## src/hw/rtl/decimal_number_recognizer_top_defines.svh

```systemverilog
// Assertion macros for the decimal number recognizer.
// Used by decimal_number_recognizer_top; no other dependencies.
`ifndef DECIMAL_NUMBER_RECOGNIZER_TOP_DEFINES_SVH
`define DECIMAL_NUMBER_RECOGNIZER_TOP_DEFINES_SVH

`ifndef NO_ASSERTIONS
`define DNR_ASSERT_SAME(label, clk, rst, ante, cons) \
   label: assert property (@(posedge clk) disable iff (rst) (ante) |-> (cons)) \
      else $error("dnr assertion failed");
`define DNR_ASSERT_NEXT(label, clk, rst, ante, cons) \
   label: assert property (@(posedge clk) disable iff (rst) (ante) |=> (cons)) \
      else $error("dnr assertion failed");
`else
`define DNR_ASSERT_SAME(label, clk, rst, ante, cons)
`define DNR_ASSERT_NEXT(label, clk, rst, ante, cons)
`endif

`endif

```

## src/hw/rtl/dnr_pkg.sv

```systemverilog
// Package for the decimal number recognizer: widths, character codes,
// phase type and the flag struct shared by the step logic and the top level.
package dnr_pkg;

   localparam int COUNT_WIDTH_DEF = 10;
   localparam int CODE_W          = 10;
   localparam int LIMIT_W         = 10;
   localparam int CH_W            = 8;

   localparam logic [CODE_W-1:0]  CODE_MAX    = 10'd1023;
   localparam logic [CODE_W-1:0]  CODE_NAN    = 10'd0;
   localparam logic [LIMIT_W-1:0] LIMIT_RESET = 10'd200;

   // register index as seen in paddr[2]
   localparam logic LIMIT_REG_IDX = 1'b0;

   localparam logic [CH_W-1:0] CH_MINUS  = 8'h2D;
   localparam logic [CH_W-1:0] CH_PLUS   = 8'h2B;
   localparam logic [CH_W-1:0] CH_DOT    = 8'h2E;
   localparam logic [CH_W-1:0] CH_EXP_UC = 8'h45;
   localparam logic [CH_W-1:0] CH_EXP_LC = 8'h65;
   localparam logic [CH_W-1:0] CH_ZERO   = 8'h30;
   localparam logic [CH_W-1:0] CH_NINE   = 8'h39;

   typedef enum logic [2:0] {
      PH_START = 3'd0,
      PH_INT   = 3'd1,
      PH_FRAC  = 3'd2,
      PH_EXP   = 3'd3,
      PH_EXPD  = 3'd4,
      PH_REJ   = 3'd5
   } phase_type;

   typedef struct packed {
      phase_type phase;
      logic      int_seen;
   } flags_type;

   localparam flags_type FLAGS_CLEAR = '{phase: PH_START, int_seen: 1'b0};

endpackage

```

## src/hw/rtl/dnr_step.sv

```systemverilog
// One-character step of the recognizer: next word state and end-of-word result.
// Purely combinational; depends on dnr_pkg.
module dnr_step
   import dnr_pkg::*;
#(
   parameter int COUNT_WIDTH = COUNT_WIDTH_DEF
) (
   input  flags_type              flags_cur,
   input  logic [COUNT_WIDTH-1:0] tail_cur,
   input  logic [COUNT_WIDTH-1:0] chars_cur,
   input  logic [CH_W-1:0]        ch,
   input  logic                   last,
   input  logic                   empty_req,
   input  logic [LIMIT_W-1:0]     length_limit,
   output flags_type              flags_nx,
   output logic [COUNT_WIDTH-1:0] tail_nx,
   output logic [COUNT_WIDTH-1:0] chars_nx,
   output logic                   res_valid,
   output logic [CODE_W-1:0]      res_code
);

   localparam int CMP_W = (COUNT_WIDTH > LIMIT_W) ? COUNT_WIDTH : LIMIT_W;
   localparam int SUM_W = (COUNT_WIDTH + 1 > CODE_W) ? COUNT_WIDTH + 1 : CODE_W;

   logic                   is_dig;
   logic                   is_exp;
   logic                   is_sign;
   logic                   any_dig;
   logic [COUNT_WIDTH-1:0] tail_inc;
   logic [COUNT_WIDTH-1:0] chars_inc;
   flags_type              flags_stp;
   logic [COUNT_WIDTH-1:0] tail_stp;
   logic [SUM_W-1:0]       code_sum;
   logic                   reject;
   logic [CODE_W-1:0]      word_code;

   assign is_dig  = (ch >= CH_ZERO) && (ch <= CH_NINE);
   assign is_exp  = (ch == CH_EXP_UC) || (ch == CH_EXP_LC);
   assign is_sign = (ch == CH_PLUS) || (ch == CH_MINUS);
   assign any_dig = flags_cur.int_seen || (tail_cur != '0);

   // saturating counters
   assign tail_inc  = (tail_cur == '1) ? tail_cur : COUNT_WIDTH'(tail_cur + 1'b1);
   assign chars_inc = (chars_cur == '1) ? chars_cur : COUNT_WIDTH'(chars_cur + 1'b1);

   always_comb begin
      flags_stp = flags_cur;
      tail_stp  = tail_cur;
      unique case (flags_cur.phase)
         PH_START: begin
            if (ch == CH_MINUS) begin
               flags_stp.phase = PH_INT;
            end else if (is_dig) begin
               flags_stp.phase    = PH_INT;
               flags_stp.int_seen = 1'b1;
            end else if (ch == CH_DOT) begin
               flags_stp.phase = PH_FRAC;
            end else begin
               flags_stp.phase = PH_REJ;
            end
         end
         PH_INT: begin
            if (is_dig) begin
               flags_stp.int_seen = 1'b1;
            end else if (ch == CH_DOT) begin
               flags_stp.phase = PH_FRAC;
            end else if (is_exp && any_dig) begin
               flags_stp.phase = PH_EXP;
            end else begin
               flags_stp.phase = PH_REJ;
            end
         end
         PH_FRAC: begin
            if (is_dig) begin
               tail_stp = tail_inc;
            end else if (is_exp && any_dig) begin
               flags_stp.phase = PH_EXP;
            end else begin
               flags_stp.phase = PH_REJ;
            end
         end
         PH_EXP: begin
            if (is_sign) begin
               flags_stp.phase = PH_EXPD;
            end else if (is_dig) begin
               tail_stp        = tail_inc;
               flags_stp.phase = PH_EXPD;
            end else begin
               flags_stp.phase = PH_REJ;
            end
         end
         PH_EXPD: begin
            if (is_dig) begin
               tail_stp = tail_inc;
            end else begin
               flags_stp.phase = PH_REJ;
            end
         end
         default: begin
            flags_stp.phase = PH_REJ;
         end
      endcase
   end

   assign reject = (CMP_W'(chars_inc) >= CMP_W'(length_limit)) ||
                   (flags_stp.phase == PH_REJ) ||
                   !(flags_stp.int_seen || (tail_stp != '0));
   assign code_sum = SUM_W'(tail_stp) + SUM_W'(1);

   always_comb begin
      if (reject) begin
         word_code = CODE_NAN;
      end else if (code_sum > SUM_W'(CODE_MAX)) begin
         word_code = CODE_MAX;
      end else begin
         word_code = CODE_W'(code_sum);
      end
   end

   always_comb begin
      flags_nx  = flags_stp;
      tail_nx   = tail_stp;
      chars_nx  = chars_inc;
      res_valid = 1'b0;
      res_code  = word_code;
      if (empty_req) begin
         // drop any word in progress
         flags_nx  = FLAGS_CLEAR;
         tail_nx   = '0;
         chars_nx  = '0;
         res_valid = 1'b1;
         res_code  = CODE_NAN;
      end else if (last) begin
         flags_nx  = FLAGS_CLEAR;
         tail_nx   = '0;
         chars_nx  = '0;
         res_valid = 1'b1;
      end
   end

endmodule

```

## src/hw/rtl/decimal_number_recognizer_top.sv

```systemverilog
// Decimal number recognizer, top level: input register, step logic, result register.
// A word's result code is registered in the result register once its last character has passed the input register.
// Throughput: one character per cycle while the result register is not stalled; the word state updates per character.
// Reset (synchronous): clears word state and both valids, length_limit returns to 200.
// Depends on dnr_pkg, dnr_step and decimal_number_recognizer_top_defines.svh.
`include "decimal_number_recognizer_top_defines.svh"

module decimal_number_recognizer_top
   import dnr_pkg::*;
#(
   parameter int COUNT_WIDTH = COUNT_WIDTH_DEF
) (
   input  logic               clock,
   input  logic               reset,
   input  logic               req_valid,
   output logic               req_stall,
   input  logic [CH_W-1:0]    req_ch,
   input  logic               req_last,
   input  logic               req_empty_req,
   output logic               rsp_valid,
   input  logic               rsp_stall,
   output logic [CODE_W-1:0]  rsp_result_code,
   input  logic               psel,
   input  logic               penable,
   input  logic               pwrite,
   input  logic [2:0]         paddr,
   input  logic [31:0]        pwdata,
   output logic [31:0]        prdata,
   output logic               pready
);

   logic                   in_valid_ff;
   logic                   in_valid_in;
   logic [CH_W-1:0]        in_ch_ff;
   logic                   in_last_ff;
   logic                   in_empty_ff;
   flags_type              flags_ff;
   flags_type              flags_in;
   logic [COUNT_WIDTH-1:0] tail_ff;
   logic [COUNT_WIDTH-1:0] tail_in;
   logic [COUNT_WIDTH-1:0] chars_ff;
   logic [COUNT_WIDTH-1:0] chars_in;
   logic                   rsp_valid_ff;
   logic                   rsp_valid_in;
   logic [CODE_W-1:0]      rsp_code_ff;
   logic [LIMIT_W-1:0]     limit_ff;
   logic                   advance;
   logic                   load_in;
   logic                   step_valid;
   logic [CODE_W-1:0]      step_code;
   logic                   csr_write;

   // the step stage moves on whenever the result register is free or being taken
   assign advance   = !rsp_valid_ff || !rsp_stall;
   assign load_in   = !in_valid_ff || advance;
   assign req_stall = !load_in;

   assign in_valid_in = load_in ? req_valid : in_valid_ff;

   dnr_step #(
      .COUNT_WIDTH (COUNT_WIDTH)
   ) u_step (
      .flags_cur    (flags_ff),
      .tail_cur     (tail_ff),
      .chars_cur    (chars_ff),
      .ch           (in_ch_ff),
      .last         (in_last_ff),
      .empty_req    (in_empty_ff),
      .length_limit (limit_ff),
      .flags_nx     (flags_in),
      .tail_nx      (tail_in),
      .chars_nx     (chars_in),
      .res_valid    (step_valid),
      .res_code     (step_code)
   );

   assign rsp_valid_in = advance ? (in_valid_ff && step_valid) : rsp_valid_ff;

   always_ff @(posedge clock) begin
      if (reset) begin
         in_valid_ff  <= 1'b0;
         rsp_valid_ff <= 1'b0;
         flags_ff     <= FLAGS_CLEAR;
         tail_ff      <= '0;
         chars_ff     <= '0;
      end else begin
         in_valid_ff  <= in_valid_in;
         rsp_valid_ff <= rsp_valid_in;
         if (advance && in_valid_ff) begin
            flags_ff <= flags_in;
            tail_ff  <= tail_in;
            chars_ff <= chars_in;
         end
      end
   end

   // payload registers
   always_ff @(posedge clock) begin
      if (load_in) begin
         in_ch_ff    <= req_ch;
         in_last_ff  <= req_last;
         in_empty_ff <= req_empty_req;
      end
      if (advance) begin
         rsp_code_ff <= step_code;
      end
   end

   assign rsp_valid       = rsp_valid_ff;
   assign rsp_result_code = rsp_code_ff;

   // configuration port
   assign csr_write = psel && penable && pwrite && pready;
   assign pready    = 1'b1;

   always_ff @(posedge clock) begin
      if (reset) begin
         limit_ff <= LIMIT_RESET;
      end else if (csr_write && (paddr[2] == LIMIT_REG_IDX)) begin
         limit_ff <= pwdata[LIMIT_W-1:0];
      end
   end

   assign prdata = (paddr[2] == LIMIT_REG_IDX) ? 32'(limit_ff) : '0;

   `DNR_ASSERT_SAME(a_stall_needs_word, clock, reset, req_stall, in_valid_ff)
   `DNR_ASSERT_NEXT(a_end_gives_result, clock, reset,
                    in_valid_ff && advance && (in_last_ff || in_empty_ff), rsp_valid_ff)
   `DNR_ASSERT_NEXT(a_end_clears_word, clock, reset,
                    in_valid_ff && advance && (in_last_ff || in_empty_ff),
                    (flags_ff.phase == PH_START) && (chars_ff == '0) && (tail_ff == '0))

endmodule

```

## config.mk

```make
export PLATFORM = sky130hd
export DESIGN_NAME = decimal_number_recognizer_top
export DESIGN_NICKNAME = d
export VERILOG_FILES = /design/src/hw/rtl/dnr_pkg.sv /design/src/hw/rtl/dnr_step.sv /design/src/hw/rtl/decimal_number_recognizer_top.sv
export VERILOG_INCLUDE_DIRS = /design/src /design/src/hw/rtl
export SDC_FILE = /design/constraint.sdc
export NUM_CORES = 1
export LEC_CHECK = 0
export BUFFER_PORTS_ARGS = -buffer_cell sky130_fd_sc_hd__buf_2
export CAP_MARGIN = 20
export CELL_PAD_IN_SITES_DETAIL_PLACEMENT = 0
export CELL_PAD_IN_SITES_GLOBAL_PLACEMENT = 1
export CORE_ASPECT_RATIO = 0.9
export CORE_MARGIN = 1.5
export CORE_UTILIZATION = 42
export DETAILED_ROUTE_END_ITERATION = 6
export GPL_TIMING_DRIVEN = 0
export PLACE_DENSITY_LB_ADDON = 0.1
export SYNTH_ARGS = -nofsm -noshare
export SYNTH_HDL_FRONTEND = slang
export SYNTH_SLANG_ARGS = --single-unit
```

## constraint.sdc

```tcl
create_clock -name clock -period 6.8 [get_ports clock]
set_input_delay 1.36 -clock clock [delete_from_list [all_inputs] [get_ports clock]]
set_output_delay 1.36 -clock clock [all_outputs]
set_load 0.02 [all_outputs]
```

==> flow_metrics.py, run 1 <==
metrics = {
    "worst_setup_path": {
        "arrival_ns": 3.93,
        "crit_fanout": 10,
        "cp.required_ns": 6.84,
        "crit_start": "chars_ff[0]",
        "reg2reg_depth": 13,
        "cp_slowest_cell": "a21oi_1",
        "end_kind": "flip-flop",
        "slowest_delay_ns": 0.76,
        "r2r_slack_ns": 2.91,
        "r2r_end": "rsp_result_code[1]",
        "setup.worst_path.start_class": "flip-flop",
        "crit_family": "compound AO/OA/AOI/OAI gates",
        "cp_cell_sequence": "ha_1 -> and3_1 -> nand4_1 -> or2_2 -> clkbuf_1 -> mux2_2 -> ha_1 -> a21o_1 -> a21oi_1 -> o21ai_0 -> o31ai_1 -> a21oi_1 -> nor3_1",
        "regToRegStartpoint": "chars_ff[0]",
        "path_class": "reg -> reg",
        "crit_buf_inv": 1,
    },
    "power": {
        "p_int_uw": 453,
        "power.switching_uw": 165,
        "comb_power_share_pct": 11.1,
        "p_per_area_nw_per_um2": 145,
        "power.leakage_uw": 0.00169,
        "clkPwrFrac_pct": 30.5,
        "share_seq_of_total_power_pct": 58.3,
        "total_power_uw": 618,
        "p_sw_share_pct": 26.7,
        "ir_drop_mv": 0.0902,
    },
    "cts": {
        "cts.sinks": 56,
        "clk_pin_slew_ns": 0.11,
        "cts_max_level": 2,
        "ctsHoldBuffers": 0,
        "cts_buffers": 5,
        "tritoncts": "yes",
        "cts_root_buffer": "clkbuf_8",
        "clk_latency_ns": 0.32,
        "postCtsSetupRepairBufs": 0,
        "cts_buffer_depth": 2,
        "cts_resized": 0,
    },
    "layout": {
        "drive_above_1_share_pct": 22.0,
        "antenna_cells": 0,
        "fill_cells": 892,
        "area_delta_synth_final_pct": 15.0,
        "fin_cells": 633,
        "final_nets": 580,
    },
    "timing": {
        "setup_violations": 0,
        "rsz0062_at_grt": "no",
        "drv_slew": 0,
        "max_freq_mhz": 257,
        "worstMarginPinSlew_ns": 0.959,
        "slew_headroom_pct": 36.1,
        "final.setup_skew_ns": 0.0146,
        "post-route-min-period_ns": 3.89,
        "fin_crit_sh_pct": 57.2,
        "fin_setup_tns_ns": 0,
        "hold_viol_final": 0,
    },
    "detailed_routing": {
        "drtPass1Iterations": 4,
        "drc": 0,
        "ant_nets": 0,
        "vias": 3303,
        "wl_um": 9070,
        "drtIter0Drc": 177,
        "vias_per_cell": 5.22,
        "routedWlPerCell_um": 14.3,
    },
    "job": {
        "drv_cap": 0,
    },
    "placed_design": {
        "numPortBuffers": 48,
        "placed_cells": 625,
        "place_hpwl_um": 6940,
        "place_congestion": 0.871,
    },
    "worst_hold_path": {
        "min_delay_path_depth": 2,
        "min_from": "limit_ff[9]",
        "hold_class": "reg -> reg",
        "hold_end": "limit_ff[9]",
    },
    "yosys": {
        "synth_ff_type": "dfxtp_1",
        "ys_seq_area_share_pct": 35.6,
        "yosysTopAreaCellShare_pct": 19.4,
        "syn_avg_cell_area_um2": 8.49,
        "synth_top_area_cell": "dfxtp_1",
        "yosysWarnings": 0,
        "synth-edff-count": 20,
        "syn_area_um2": 3710,
        "ys_async_sr_fraction_pct": 0,
        "synthCells": 437,
        "synth_area_leaders": "dfxtp_1, edfxtp_1, ha_1",
        "synth_seq_cells": 56,
        "ys_types": 70,
    },
    "global_route": {
        "grt.total_usage_pct": 20.2,
        "grt_pass1_vias": 2965,
        "antenna_found_initial": 0,
        "grt_start_max_net_pins": 18,
        "grt_overflow": 0,
        "grt_pass1_wl_um": 14900,
    },
    "floorplanning": {
        "ioPinCount": 97,
        "die_area_um2": 9400,
        "coreArea_um2": 8570,
        "start_util_pct": 43.3,
        "rows": 32,
        "die_h_um": 92.1,
        "die_w_um": 102,
    },
    "run_status": {
        "status": "finished clean",
    },
}
through the flow:
stage | utilization (%) | setup WS, ns | area (µm²) | hold slack (ns)
floorplan | - | 3.49 | 3790 | 0.436
global placement | 48.7 | 3.01 | 4180 | 0.444
detailed placement | 48.7 | 2.96 | 4180 | 0.448
CTS | 49.8 | 2.92 | 4260 | 0.464
global route | 49.8 | 2.63 | 4260 | 0.493
finish | 49.8 | 2.91 | 4260 | 0.460
how the worst max path moves through the flow:
stage	to	slack, ns	cells after the start
final	rsp_result_code[1]	2.91	13
after global placement	rsp_result_code[8]	3.01	14
after CTS	rsp_result_code[1]	2.92	13
after floorplan	rsp_result_code[8]	3.49	13
after global routing	rsp_result_code[1]	2.63	13
after detailed placement	rsp_result_code[1]	2.96	13
Yosys cell counts, drive strengths merged (3+ instances only):
cell type	instances
o21ai	14
or4	3
clkbuf	16
buf	30
nand2	36
nor4b	5
or2	3
dfxtp	36
nand2b	3
a211o	3
edfxtp	20
nand3	16
nor2	49
mux2	4
a211oi	8
o31ai	4
o21a	5
a22oi	15
o2111ai	3
xnor2	9
xor2	7
inv	22
a31oi	6
nor3	15
nor4	5
and4	3
and3	9
ha	15
a21oi	29
nand4	9
and2	7
area by class of cell:
cell class | instances | area [µm²] | share of cell area (%)
buffer | 46 | 283 | 6.63
clock buffer | 5 | 68.8 | 1.61
clock inverter | 3 | 18.8 | 0.440
inverter | 22 | 82.6 | 1.94
multi-input combinational | 334 | 2100 | 49.3
sequential | 56 | 1320 | 31.0
tap | 119 | 149 | 3.49
timing repair buffer | 48 | 240 | 5.63
metal layers:
layer  share of wire, %  vias up  track usage [%]
li1                   -     1687                -
met1                 51     1528             30.6
met2                 43       79             29.7
met3                4.2        9             2.36
met4                1.1        0             5.82
met5                  0        -                0
state kept, by name (all words and copies together) (netlist names):
name and count:
rsp_result_code 10, in_empty_ff 1, in_valid_ff 1, limit_ff 10, tail_ff 10, in_last_ff 1, in_ch_ff 8, flags_ff 4
chars_ff 10, rsp_valid 1
kinds of logic after synthesis:
group / count (synthesis) / synth area share, %
simple gates: 173 / 25.1
xor+xnor: 16 / 3.98
buf+inv: 68 / 9.85
mux: 5 / 1.48
compound gates: 102 / 18.7
flops: 56 / 35.6
other cells: 2 / 0.203
fa+ha+maj: 15 / 5.06
placed cells by master (no fill, tap or decap), types with 3 or more instances in the layout:
master and n:
nor4b_1 4, nand2_1 35, and3_1 8, nor4_1 3
and2_2 3, xor2_1 7, inv_1 22, a21oi_1 28
a22oi_1 15, a31oi_1 6, and4_1 3, buf_2 50
nand4_1 9, edfxtp_1 20, mux2_2 4, clkbuf_1 14
dfxtp_1 36, ha_1 15, nand3_1 14, and2_1 4
a211oi_1 8, nor3_1 14, o31ai_1 4, o21a_1 5
clkbuf_8 5, a211o_1 3, conb_1 23, nor2_1 49
o21ai_0 13, buf_4 24, xnor2_1 8, nand2b_1 3
worst register-to-register path, stage by stage (launching register included):
cell	delay [ns]
dfxtp_1	0.42
ha_1	0.20
and3_1	0.24
nand4_1	0.18
or2_2	0.33
clkbuf_1	0.24
mux2_2	0.35
ha_1	0.28
a21o_1	0.12
a21oi_1	0.07
o21ai_0	0.20
o31ai_1	0.09
a21oi_1	0.76
nor3_1	0.15
power by group through the flow:
stage	clock, µW	combinational, µW	sequential (µW)
after floorplan	0	46.4	369
after global placement	0	67.5	367
after detailed placement	0	68.1	368
after CTS	195	68.4	360
after global routing	212	75.2	362
final	189	68.7	360
Power figures use the tool's default switching activity.
==> run 2, diff against run 1 <==
- CORE_UTILIZATION: 42 -> 35
- clock period: 6.8 -> 3.37 ns (I/O delays scaled with it)
==> run 2 against run 1 <==
  * Non-clock buffer count grew 2
  * Critical endpoint is now rsp_result_code[8]
  * Largest cell class unchanged
  * Power grew 130%
  * Die area grew 19%
  * First-iteration DRC count shrank 10%
==> flow_metrics.py, run 2 (synthesis gave the netlist of run 1 again) <==
metrics = {
    "worst_setup_path": {
        "crit_family": "simple AND/OR/NAND/NOR gates",
        "regToRegStartpoint": "tail_ff[1]",
        "cp.required_ns": 3.50,
        "crit_fanout": 9,
        "setup.worst_path.start_class": "flip-flop",
        "reg2reg_depth": 12,
        "end_kind": "flip-flop",
        "r2r_slack_ns": 0.18,
        "r2r_end": "rsp_result_code[8]",
        "slowest_delay_ns": 0.39,
        "arrival_ns": 3.32,
        "cp_slowest_cell": "dfxtp_4",
        "path_class": "reg -> reg",
        "cp_cell_sequence": "ha_1 -> buf_2 -> and4_4 -> and3_4 -> nor2_4 -> xnor2_4 -> ha_4 -> nand2_1 -> mux2_4 -> or3_4 -> o21a_1 -> nor4_2",
        "crit_buf_inv": 1,
    },
    "detailed_routing": {
        "drtPass1Iterations": 5,
        "wl_um": 9750,
        "drtIter0Drc": 159,
        "routedWlPerCell_um": 15.1,
        "vias": 3359,
        "ant_nets": 0,
        "drc": 0,
        "vias_per_cell": 5.20,
    },
    "cts": {
        "cts_buffer_depth": 2,
        "clk_latency_ns": 0.30,
        "tritoncts": "yes",
        "cts_root_buffer": "clkbuf_16",
        "cts.sinks": 56,
        "cts_buffers": 5,
        "cts_max_level": 2,
        "clk_pin_slew_ns": 0.08,
    },
    "worst_hold_path": {
        "hold_class": "reg -> reg",
        "min_from": "limit_ff[9]",
        "min_delay_path_depth": 2,
        "hold_end": "limit_ff[9]",
    },
    "timing": {
        "setup_violations": 0,
        "max_freq_mhz": 314,
        "finalWorstSetupSlack_ns": 0.181,
        "fin_crit_sh_pct": 94.6,
        "drv_slew": 0,
        "worstMarginPinSlew_ns": 0.749,
        "whs_ns": 0.456,
        "post-route-min-period_ns": 3.19,
        "hold_viol_final": 0,
        "final.setup_skew_ns": 0.00362,
        "slew_headroom_pct": 49.5,
    },
    "layout": {
        "drive_above_1_share_pct": 26.3,
        "seqCellArea_um2": 1330,
        "area_delta_synth_final_pct": 21.6,
        "multi_input_area_um2": 2240,
        "final_common_cell": "buf_2",
        "layout_common_cells": "buf_2, nor2_1, nand2_1",
        "fill_cells": 1025,
        "final_nets": 583,
        "final_core_util_pct": 43.8,
        "antenna_cells": 0,
        "final_area_um2": 4510,
    },
    "placed_design": {
        "place_worst_setup_slack_ns": -0.500,
        "place_area_um2": 4190,
        "place_hpwl_um": 7150,
        "place_congestion": 0.849,
        "numPortBuffers": 48,
    },
    "global_route": {
        "antenna_found_initial": 0,
        "grt_overflow": 0,
        "grt_pass1_wl_um": 15800,
        "grt_start_max_net_pins": 20,
        "grt_pass1_vias": 3085,
        "grt.total_usage_pct": 17.6,
    },
    "floorplanning": {
        "coreArea_um2": 10300,
        "start_util_pct": 36.0,
        "die_area_um2": 11200,
        "die_h_um": 101,
        "die_w_um": 112,
        "ioPinCount": 97,
        "rows": 35,
    },
    "power": {
        "power.switching_uw": 374,
        "ir_drop_mv": 0.175,
        "power.leakage_uw": 0.00174,
        "p_per_area_nw_per_um2": 315,
        "p_int_uw": 1050,
        "comb_power_share_pct": 9.9,
        "clkPwrFrac_pct": 39.1,
        "p_sw_share_pct": 26.3,
        "share_seq_of_total_power_pct": 51.0,
    },
    "job": {
        "drv_cap": 0,
    },
    "run_status": {
        "status": "finished clean",
    },
}
==> run 2: cell types whose count changed in the layout (fill, tap and decap cells not counted), sizes merged <==
cell      previous run  this run
clkbuf              21        19
buf                 78        82
clkinvlp             0         1
a21oi               29        30
inv                 22        24
clkinv               3         0
==> run 2: how the worst max path moves through the flow <==
stage / cells past startpoint / slack [ns] / startpoint / to
after floorplan: 13 / 0.06 / tail_ff[0] / rsp_result_code[8]
after global placement: 13 / -0.48 / tail_ff[0] / rsp_result_code[8]
after detailed placement: 13 / -0.50 / tail_ff[0] / rsp_result_code[8]
after CTS: 13 / 0.01 / tail_ff[1] / rsp_result_code[8]
after global routing: 12 / -0.002 / tail_ff[0] / rsp_result_code[8]
final: 12 / 0.18 / tail_ff[1] / rsp_result_code[8]
==> run 2: repair_timing <==
action | in CTS | in global routing
gates resized for setup | 13 | 20
setup endpoints to repair | 10 | 10
cloned | 0 | 1
hold buffers | 0 | 0
pin swaps | 3 | 5
setup buffers | 2 | 2
==> run 2: stage by stage <==
stage	power [µW]	std cells	setup TNS, ns
after floorplan	839	458	0
after global placement	881	635	-4.22
after detailed placement	882	635	-4.39
after CTS	1430	644	0
after global routing	1480	646	-0.00153
final	1420	646	0
==> run 2: worst min-delay path, cell delays in order, from the launching register on <==
cell and delay, ns:
dfxtp_1 0.31, nand2_1 0.05, a21oi_1 0.05
==> run 2: area by class of cell <==
| cell class | instances | share of cell area (%) |
|---|---|---|
| Inverter | 22 | 1.83 |
| Multi-Input combinational cell | 335 | 49.7 |
| Clock buffer | 5 | 2.78 |
| Buffer | 44 | 6.08 |
| Timing Repair Buffer | 52 | 6.00 |
| Clock inverter | 3 | 0.555 |
| Tap cell | 129 | 3.58 |
| Sequential cell | 56 | 29.5 |
==> run 2: layer usage <==
layer	share of wire [%]	global-route usage, %
met5	0	0
met4	0.79	3.99
met3	4.1	2.77
met2	44	27.2
met1	51	25.8
==> run 2: power by group through the flow <==
stage                     clock (µW)  combinational (µW)  sequential [µW]
after floorplan                    0                93.6              745
final                            556                 141              725
after global placement             0                 139              742
after detailed placement           0                 140              742
after global routing             593                 155              728
after CTS                        566                 141              727
==> run 3, diff against run 2 <==
- CORE_UTILIZATION: 35 -> 42
- clock period: 3.37 -> 3.67 ns (I/O delays scaled with it)
==> run 3 against run 2 <==
  * Non-clock buffer count shrank 2
  * Routed wire length shrank 7.1%
  * Setup slack gained 0.029 ns
  * Die area shrank 16%
  * Flip-flop and latch count is the same
  * Sequential power shrank 8.0%
  * Hold slack gained 0.0035 ns
  * First-iteration DRC count grew 18%
==> flow_metrics.py, run 3 (synthesis gave the netlist of run 1 again) <==
metrics = {
    "run_status": {
        "status": "finished clean",
    },
    "worst_setup_path": {
        "end_kind": "flip-flop",
        "crit_top_cell": "a21oi_1",
        "cp_cell_sequence": "ha_1 -> buf_2 -> and4_1 -> nand3_1 -> a21oi_1 -> a21oi_1 -> inv_1 -> ha_2 -> nand2_1 -> mux2_2 -> or3_1 -> nor4_1 -> nor4_2",
        "setup.worst_path.start_class": "flip-flop",
        "arrival_ns": 3.51,
        "cp.required_ns": 3.72,
        "path_class": "reg -> reg",
        "cp_slowest_cell": "dfxtp_2",
        "crit_family": "simple AND/OR/NAND/NOR gates",
        "crit_buf_inv": 2,
        "slowest_delay_ns": 0.42,
        "crit_fanout": 9,
    },
    "detailed_routing": {
        "ant_nets": 0,
        "vias_per_cell": 5.18,
        "drtPass1Iterations": 4,
        "vias": 3280,
        "wl_um": 9050,
        "drc": 0,
        "routedWlPerCell_um": 14.3,
        "drtIter0Drc": 187,
    },
    "power": {
        "p_per_area_nw_per_um2": 267,
        "power.leakage_uw": 0.00170,
        "ir_drop_mv": 0.168,
    },
    "cts": {
        "cts.sinks": 56,
        "cts_max_level": 2,
        "cts_root_buffer": "clkbuf_8",
        "clk_pin_slew_ns": 0.11,
        "clk_latency_ns": 0.32,
        "ctsHoldBuffers": 0,
        "tritoncts": "yes",
        "cts_buffer_depth": 2,
        "cts_buffers": 5,
    },
    "layout": {
        "fill_cells": 890,
        "antenna_cells": 0,
        "layout_common_cells": "buf_2, nor2_1, nand2_1",
        "final_common_cell": "buf_2",
        "multi_input_area_um2": 2120,
        "final_nets": 580,
        "seqCellArea_um2": 1320,
        "drive_above_1_share_pct": 23.3,
        "area_delta_synth_final_pct": 15.9,
    },
    "floorplanning": {
        "coreArea_um2": 8570,
        "die_h_um": 92.1,
        "die_w_um": 102,
        "die_area_um2": 9400,
        "rows": 32,
        "ioPinCount": 97,
        "start_util_pct": 43.3,
    },
    "timing": {
        "whs_ns": 0.459,
        "rsz0062_at_grt": "no",
        "slew_headroom_pct": 57.3,
        "final.setup_skew_ns": 0.0145,
        "max_freq_mhz": 289,
        "drv_slew": 0,
        "finalWorstSetupSlack_ns": 0.210,
        "post-route-min-period_ns": 3.46,
        "hold_viol_final": 0,
        "worstMarginPinSlew_ns": 0.631,
        "setup_violations": 0,
        "fin_crit_sh_pct": 94.3,
    },
    "global_route": {
        "grt_pass1_vias": 2975,
        "grt_overflow": 0,
        "grt_start_max_net_pins": 18,
        "grt_pass1_wl_um": 14900,
        "grt.total_usage_pct": 20.2,
        "antenna_found_initial": 0,
    },
    "placed_design": {
        "numPortBuffers": 48,
        "place_congestion": 0.871,
        "place_hpwl_um": 6940,
        "place_worst_setup_slack_ns": -0.167,
    },
    "worst_hold_path": {
        "hold_class": "reg -> reg",
    },
    "job": {
        "drv_cap": 0,
    },
}
-- run 3: cell count changes in the layout (fill, tap and decap cells not counted), moves of 2 or more --
cell / change
buf_4: -2
clkbuf_16: -5
clkinv_2: +2
a211oi_2: -3
dfxtp_1: +2
dfxtp_4: -2
clkbuf_8: +5
a211oi_1: +3
-- run 3: path summary, 6_finish.rpt --
kind                         to        start  slack (ns)  depth (start not counted)
max          rsp_result_code[8]   tail_ff[1]        0.21                         13
min                 limit_ff[9]  limit_ff[9]        0.46                          2
max reg2reg  rsp_result_code[8]   tail_ff[1]        0.21                         13
min reg2reg         limit_ff[9]  limit_ff[9]        0.46                          2
-- run 3: layer usage --
layer	part of all wire, %	vias to the layer above	GRT usage [%]	routed length (µm)
met5	0	-	0	0
met4	1.1	0	5.82	102
met3	4.5	9	2.36	403
met2	44	71	29.7	3990
met1	50	1517	30.7	4560
li1	-	1683	-	-
-- run 3: layout make-up --
class / instances / share of cell area (%)
Inverter: 22 / 1.92
Multi-Input combinational cell: 334 / 49.4
Sequential cell: 56 / 30.8
Clock buffer: 5 / 1.60
Buffer: 44 / 6.38
Tap cell: 119 / 3.47
Clock inverter: 3 / 0.437
Timing Repair Buffer: 50 / 5.94
-- run 3: worst reg2reg max path, delay by kind of cell (launching register included) --
family,cells,cell delay (ns)
AOI/OAI and AO/OA,2,0.32
DFF,1,0.42
buffers and inverters,2,0.32
adders and majority gates,2,0.39
muxes,1,0.33
and+or+nand+nor,6,1.41
-- run 3: report_power, final --
group	internal, µW	total, µW	switching, µW
Sequential	656	667	11.4
Clock	134	351	217
Combinational	48.7	127	78.7
Total	839	1150	307
-- run 3: repair_timing --
action,in CTS,in global routing
buffers inserted,0,2
gates resized for setup,4,4
endpoints found under the setup margin,10,10
hold endpoints to repair,0,0
pin swaps,0,1
-- run 3: stage by stage --
step	instances	setup TNS, ns	instance area [µm²]	total power, µW	utilization [%]
detailed placement	625	-1.34	4180	808	48.7
global route	633	0	4300	1200	50.1
floorplan	458	0	3790	770	-
global placement	625	-0.869	4180	806	48.7
finish	633	0	4300	1150	50.1
CTS	633	0	4270	1160	49.9
